## config.mk

```make
export PLATFORM = sky130hd
export DESIGN_NAME = sca_ctrl
export DESIGN_NICKNAME = d
export VERILOG_FILES = /design/src/rtl/core/size_class_free_list_allocator_core_assert.svh /design/src/rtl/core/sca_pkg.sv /design/src/rtl/core/sca_ctrl.sv
export SDC_FILE = /design/constraint.sdc
export NUM_CORES = 1
export LEC_CHECK = 0
export BUFFER_PORTS_ARGS = -buffer_cell sky130_fd_sc_hd__buf_2
export CORE_AREA = 2 2 39 41
export CTS_CLUSTER_DIAMETER = 80
export CTS_CLUSTER_SIZE = 24
export DETAILED_ROUTE_END_ITERATION = 10
export DIE_AREA = 0 0 41 43
export GPL_TIMING_DRIVEN = 1
export PLACE_DENSITY_LB_ADDON = 0.25
export SYNTH_ARGS = -nofsm -noshare
export SYNTH_HDL_FRONTEND = slang
export SYNTH_SLANG_ARGS = --single-unit
```

## constraint.sdc

```tcl
create_clock -name clk_i -period 3.2 [get_ports clk_i]
set_clock_uncertainty 0.15 [all_clocks]
set_input_delay 0.16 -clock clk_i [delete_from_list [all_inputs] [get_ports clk_i]]
set_output_delay 0.16 -clock clk_i [all_outputs]
set_load 0.01 [all_outputs]
```

## src/rtl/core/size_class_free_list_allocator_core_assert.svh

```systemverilog
// Assertion macros for the size-class allocator core.
// Used by files that declare clk_i and rst_ni; no other dependencies.
`ifndef SIZE_CLASS_FREE_LIST_ALLOCATOR_CORE_ASSERT_SVH
`define SIZE_CLASS_FREE_LIST_ALLOCATOR_CORE_ASSERT_SVH

// Same-cycle implication, off during reset.
`define SCA_ASSERT_IMP(lbl, ante, cons, msg) \
  lbl: assert property (@(posedge clk_i) disable iff (!rst_ni) (ante) |-> (cons)) \
    else $error(msg);

// Next-cycle implication, off during reset.
`define SCA_ASSERT_NEXT(lbl, ante, cons, msg) \
  lbl: assert property (@(posedge clk_i) disable iff (!rst_ni) (ante) |=> (cons)) \
    else $error(msg);

`endif

```

## src/rtl/core/sca_pkg.sv

```systemverilog
// Shared types, codes and constants of the size-class allocator core.
// No dependencies; imported by every module of the block.
package sca_pkg;

  localparam int DEF_NUM_CLASSES = 64;
  localparam int DEF_BLOCK_WORDS = 4096;
  localparam int DEF_NUM_BLOCKS  = 16;

  localparam int ADDR_SPACE = 65536;
  localparam int MAX_OPEN   = 31;
  localparam int APB_AW     = 3;

  localparam logic [16:0] EMPTY_MARK     = 17'h10000;
  localparam logic [4:0]  MAX_BLOCKS_RST = 5'd16;
  localparam logic        LIMIT_EN_RST   = 1'b1;

  typedef enum logic {
    REG_MAX_BLOCKS = 1'b0,
    REG_LIMIT_EN   = 1'b1
  } reg_idx_e;

  typedef enum logic {
    CMD_ALLOC = 1'b0,
    CMD_FREE  = 1'b1
  } cmd_e;

  typedef enum logic [2:0] {
    ST_LIST     = 3'd0,
    ST_CARVED   = 3'd1,
    ST_ZERO     = 3'd2,
    ST_OVERSIZE = 3'd3,
    ST_TOO_BIG  = 3'd4,
    ST_LIMIT    = 3'd5,
    ST_FULL     = 3'd6
  } status_e;

  typedef enum logic [1:0] {
    S_IDLE = 2'd0,
    S_HEAD = 2'd1,
    S_LINK = 2'd2
  } state_e;

  typedef struct packed {
    logic        command;
    logic [12:0] size;
    logic [15:0] address;
  } in_item_t;

  typedef struct packed {
    logic [15:0] address_res;
    status_e     status;
    logic [4:0]  blocks_used;
    logic [16:0] words_carved;
  } out_item_t;

  // Controller to datapath
  typedef struct packed {
    logic accept;
    logic link_rd;
    logic commit_head;
    logic commit_link;
  } ctl_cmd_t;

  // Datapath to controller
  typedef struct packed {
    logic pop;
    logic slot_free;
  } dp_sts_t;

endpackage

```

## src/rtl/core/sca_ctrl.sv

```systemverilog
// Controller state machine: sequences head read, link read and commit.
// Depends on sca_pkg.
module sca_ctrl (
  input  logic              clk_i,
  input  logic              rst_ni,
  input  logic              in_valid_i,
  output logic              in_stall_o,
  input  sca_pkg::dp_sts_t  sts_i,
  output sca_pkg::ctl_cmd_t cmd_o
);
  import sca_pkg::*;

  state_e state_q, state_d;

  always_comb begin
    state_d = state_q;
    unique case (state_q)
      S_IDLE: begin
        if (in_valid_i) state_d = S_HEAD;
      end
      S_HEAD: begin
        if (sts_i.pop)            state_d = S_LINK;
        else if (sts_i.slot_free) state_d = S_IDLE;
      end
      S_LINK: begin
        if (sts_i.slot_free) state_d = S_IDLE;
      end
      default: state_d = S_IDLE;
    endcase
  end

  always_comb begin
    cmd_o      = '0;
    in_stall_o = 1'b1;
    unique case (state_q)
      S_IDLE: begin
        in_stall_o   = 1'b0;
        cmd_o.accept = in_valid_i;
      end
      S_HEAD: begin
        cmd_o.link_rd     = sts_i.pop;
        cmd_o.commit_head = !sts_i.pop && sts_i.slot_free;
      end
      S_LINK: begin
        cmd_o.commit_link = sts_i.slot_free;
      end
      default: ;
    endcase
  end

  always_ff @(posedge clk_i or negedge rst_ni) begin
    if (!rst_ni) begin
      state_q <= S_IDLE;
    end else begin
      state_q <= state_d;
    end
  end

endmodule

```

==> results.md <==
Detailed routing:
- For this run, the detailed router's first-pass iteration total came to 1.
- The total wirelength of the detailed-routed design is 375 um.
- The remaining number of nets flagged by the antenna check after routing is 0.
- The routed via count divided by cell count is 3.31.
- The remaining routing DRC violations is 0.
- The number of design-rule violations left by the first detailed-router iteration is 0.
- After detailed routing, the average wire length per cell comes to 8.93 um.
- The final route contains 139 vias.

Status:
- The flow ran to the end, and the final reports show no timing, DRC or antenna violations.

Place:
- Routability-driven placement finished with a final weighted congestion of 0.620.
- Buffers placed on the I/O ports in this run total 9.

Finish:
- The repair_antennas step left the layout with diodes totalling 0.
- Summing all multi-input logic gate instances after layout gives 73.8 sq um.
- The share of cells above drive strength 1 is 57.7%.
- The net count of the finished layout is 33.
- For this run, the share of the core covered by cells in the final layout is 16.0%.
- The number of filler instances in the final layout is 163.
- The library cells used most frequently in the layout, excluding fill and tap cells, are 9 x buf_2, 3 x clkbuf_4, 2 x nand2_1, 2 x nor2_1, 2 x dfrtp_1.
- The register with the most flip-flops in the layout has 2 of them.
- The library cell used most frequently in the layout, excluding fill and tap cells, is buf_2.
- The sequential cells in the finished layout cover a total of 50.0 sq um.
- In the final layout, the registers with the most flip-flops are state_q: 2 flops.
- More flip-flops sit in one register than any other, and that register is state_q.
- The area growth from synthesis to layout is 78.8%.

Critical path:
- The type of the worst setup path is flip-flop to primary output.
- The reg2reg setup slack is 2.12 ns.
- The type of origin of the critical path is a flip-flop.
- The worst register-to-register path ends at state_q[0].
- The data required time at the worst endpoint is 2.89 ns.
- Data on the critical path arrives at its endpoint at 1.13 ns.
- The depth of the worst register-to-register path is 2.
- The worst-path maximum fanout is 8.
- The worst register-to-register path begins at state_q[1].
- The worst setup path is captured at a primary output.

Hold path:
- The worst hold path begins at sts_i[1].
- The worst hold path was traced through 3 stages.
- The endpoint of the worst hold-timing path is state_q[1].
- The worst hold path belongs to the class input port to flip-flop.

Die:
- The horizontal die dimension is 41 um.
- In this run the vertical extent of the chip is 43 um.
- The core region is 0.00138 sq mm.
- The floorplan row count is 14.
- The area enclosed by the die boundary is 0.00176 sq mm.
- The effective utilization at floorplan is 8.95%.
- Pin placement for this block handled 10 I/O pins.

Logic synthesis:
- A synthesized cell averages 9.53 sq um.
- The yosys synthesis warning count is 0.
- The cell area that synthesis handed to floorplanning was 124 sq um.
- The synthesized netlist contains 10 unique library cells.
- The synthesized net count is 18.
- The post-synthesis sequential area ratio is 40.4%.
- The synthesized design contains 2 register bits.
- The number of cells produced by synthesis is 13.

Global routing:
- The via count of the first global-routing pass is 157.
- The total grt overflow is 0.
- The first global-routing pass estimated 607 um of wire.
- The initial antenna violation count is 0.
- The overall global routing resource usage is 5.82%.
- The pin count of the biggest net entering global routing is 9.

Clocking:
- The clock latency of the later-clocked register in the worst-skew pair is 0.22 ns.
- In this run, post-CTS repair resized a total of 0 instances.
- The number of buffers created by CTS is 3.
- The maximum buffer depth of the clock tree is 2.
- The clock input transition at the sequential cells of the worst setup and hold paths is 0.03 ns.
- The number of hold buffers added after CTS was 1.
- In this run the number of H-tree levels came out at 1.
- The number of clock sinks is 2.
- The tree is rooted in a clkbuf_4.
- TritonCTS built the clock tree.
- The post-CTS setup-driven buffer insertion count is 0.

Job:
- Max-cap violations in this run came to 0.

Timing:
- The transition time at the pin with the least slew margin is 0.237 ns.
- Setup repair after global routing left no endpoint under its margin.
- The number of endpoints with negative hold slack in the final report is 0.
- The worst pin sits at a relative slew slack of 84.2%.
- The number of max-slew violations in the final report is 0.
- The share of the clock period used by the worst path after layout is 44.9%.
- The maximum clock frequency is 696 MHz.
- The total setup violations reported at the end of the flow is 0.
- The final sum of negative setup slack is 0 ns.
- The worst path needs 1.44 ns of the cycle, external delays included.

Power:
- The leakage component of the power is 0.112 nW.
- The largest voltage drop on the vdd net is 0.171 mV.
- The total power density per cell area is 651 mW/mm^2.
[cell families (layout without fill, tap and decap cells)]
group                  after synthesis  in the layout  share of synthesized area (%)
AO/OA/AOI/OAI                        1              1                           5.05
buffers and inverters                0             13                              0
flip-flops                           2              2                           40.4
AND/OR/NAND/NOR                     10             10                           54.6
[how the worst max path moves through the flow]
stage	startpoint	endpoint	slack, ns	cells past startpoint
floorplan	state_q[1]	in_stall_o	2.14	1
global placement	state_q[1]	in_stall_o	2.02	2
detailed placement	state_q[1]	in_stall_o	2.00	2
CTS	state_q[1]	in_stall_o	1.76	2
global route	state_q[1]	in_stall_o	1.72	2
finish	state_q[1]	in_stall_o	1.76	2
[metal layers]
layer | part of all wire, % | routed length [um] | GRT usage, %
met4 | 0 | 0 | 8.00
met3 | 18 | 66 | 4.19
met2 | 37 | 139 | 5.00
met1 | 45 | 169 | 7.07
met5 | 0 | 0 | 0
[cell type report]
type / instances / share of cell area (%)
multi-input combinational: 11 / 33.3
timing repair buffer: 10 / 24.9
sequential: 2 / 22.6
clock buffer: 3 / 10.2
tap: 16 / 9.04
[through the flow]
stage                     power (mW)  cell area [sq um]  hold slack, ns  cells  setup slack (ns)
final                          0.144                221           0.101     42              1.76
after global routing           0.159                221           0.109     42              1.72
after CTS                      0.148                221          0.0928     42              1.76
after detailed placement      0.0885                189          -0.201     38              2.00
after global placement        0.0872                189          -0.198     38              2.02
after floorplan               0.0685                124          -0.286     13              2.14
[critical path, stage by stage (launching register included)]
cell	delay [ns]
dfrtp_1	0.45
or2_2	0.32
buf_2	0.14
[Yosys cell counts, drive strengths merged]
| master | instances | area (sq um) |
|---|---|---|
| dfrtp | 2 | 50.1 |
| nand2 | 2 | 7.51 |
| nor2 | 2 | 7.51 |
| or2 | 2 | 12.5 |
| and4bb | 1 | 12.5 |
| nand2b | 1 | 6.26 |
| nor3b | 1 | 12.5 |
| nor4b | 1 | 8.76 |
| o22ai | 1 | 6.26 |
[report_power, final]
group | switching [mW] | internal, mW | total [mW] | leakage [nW]
sequential | 0.0124 | 0.0322 | 0.0446 | 0.0257
clock | 0.0139 | 0.0414 | 0.0553 | 0.0138
combinational | 0.0201 | 0.0241 | 0.0443 | 0.0728
total | 0.0465 | 0.0976 | 0.144 | 0.112
No activity file was read; power rests on OpenSTA's default activity.
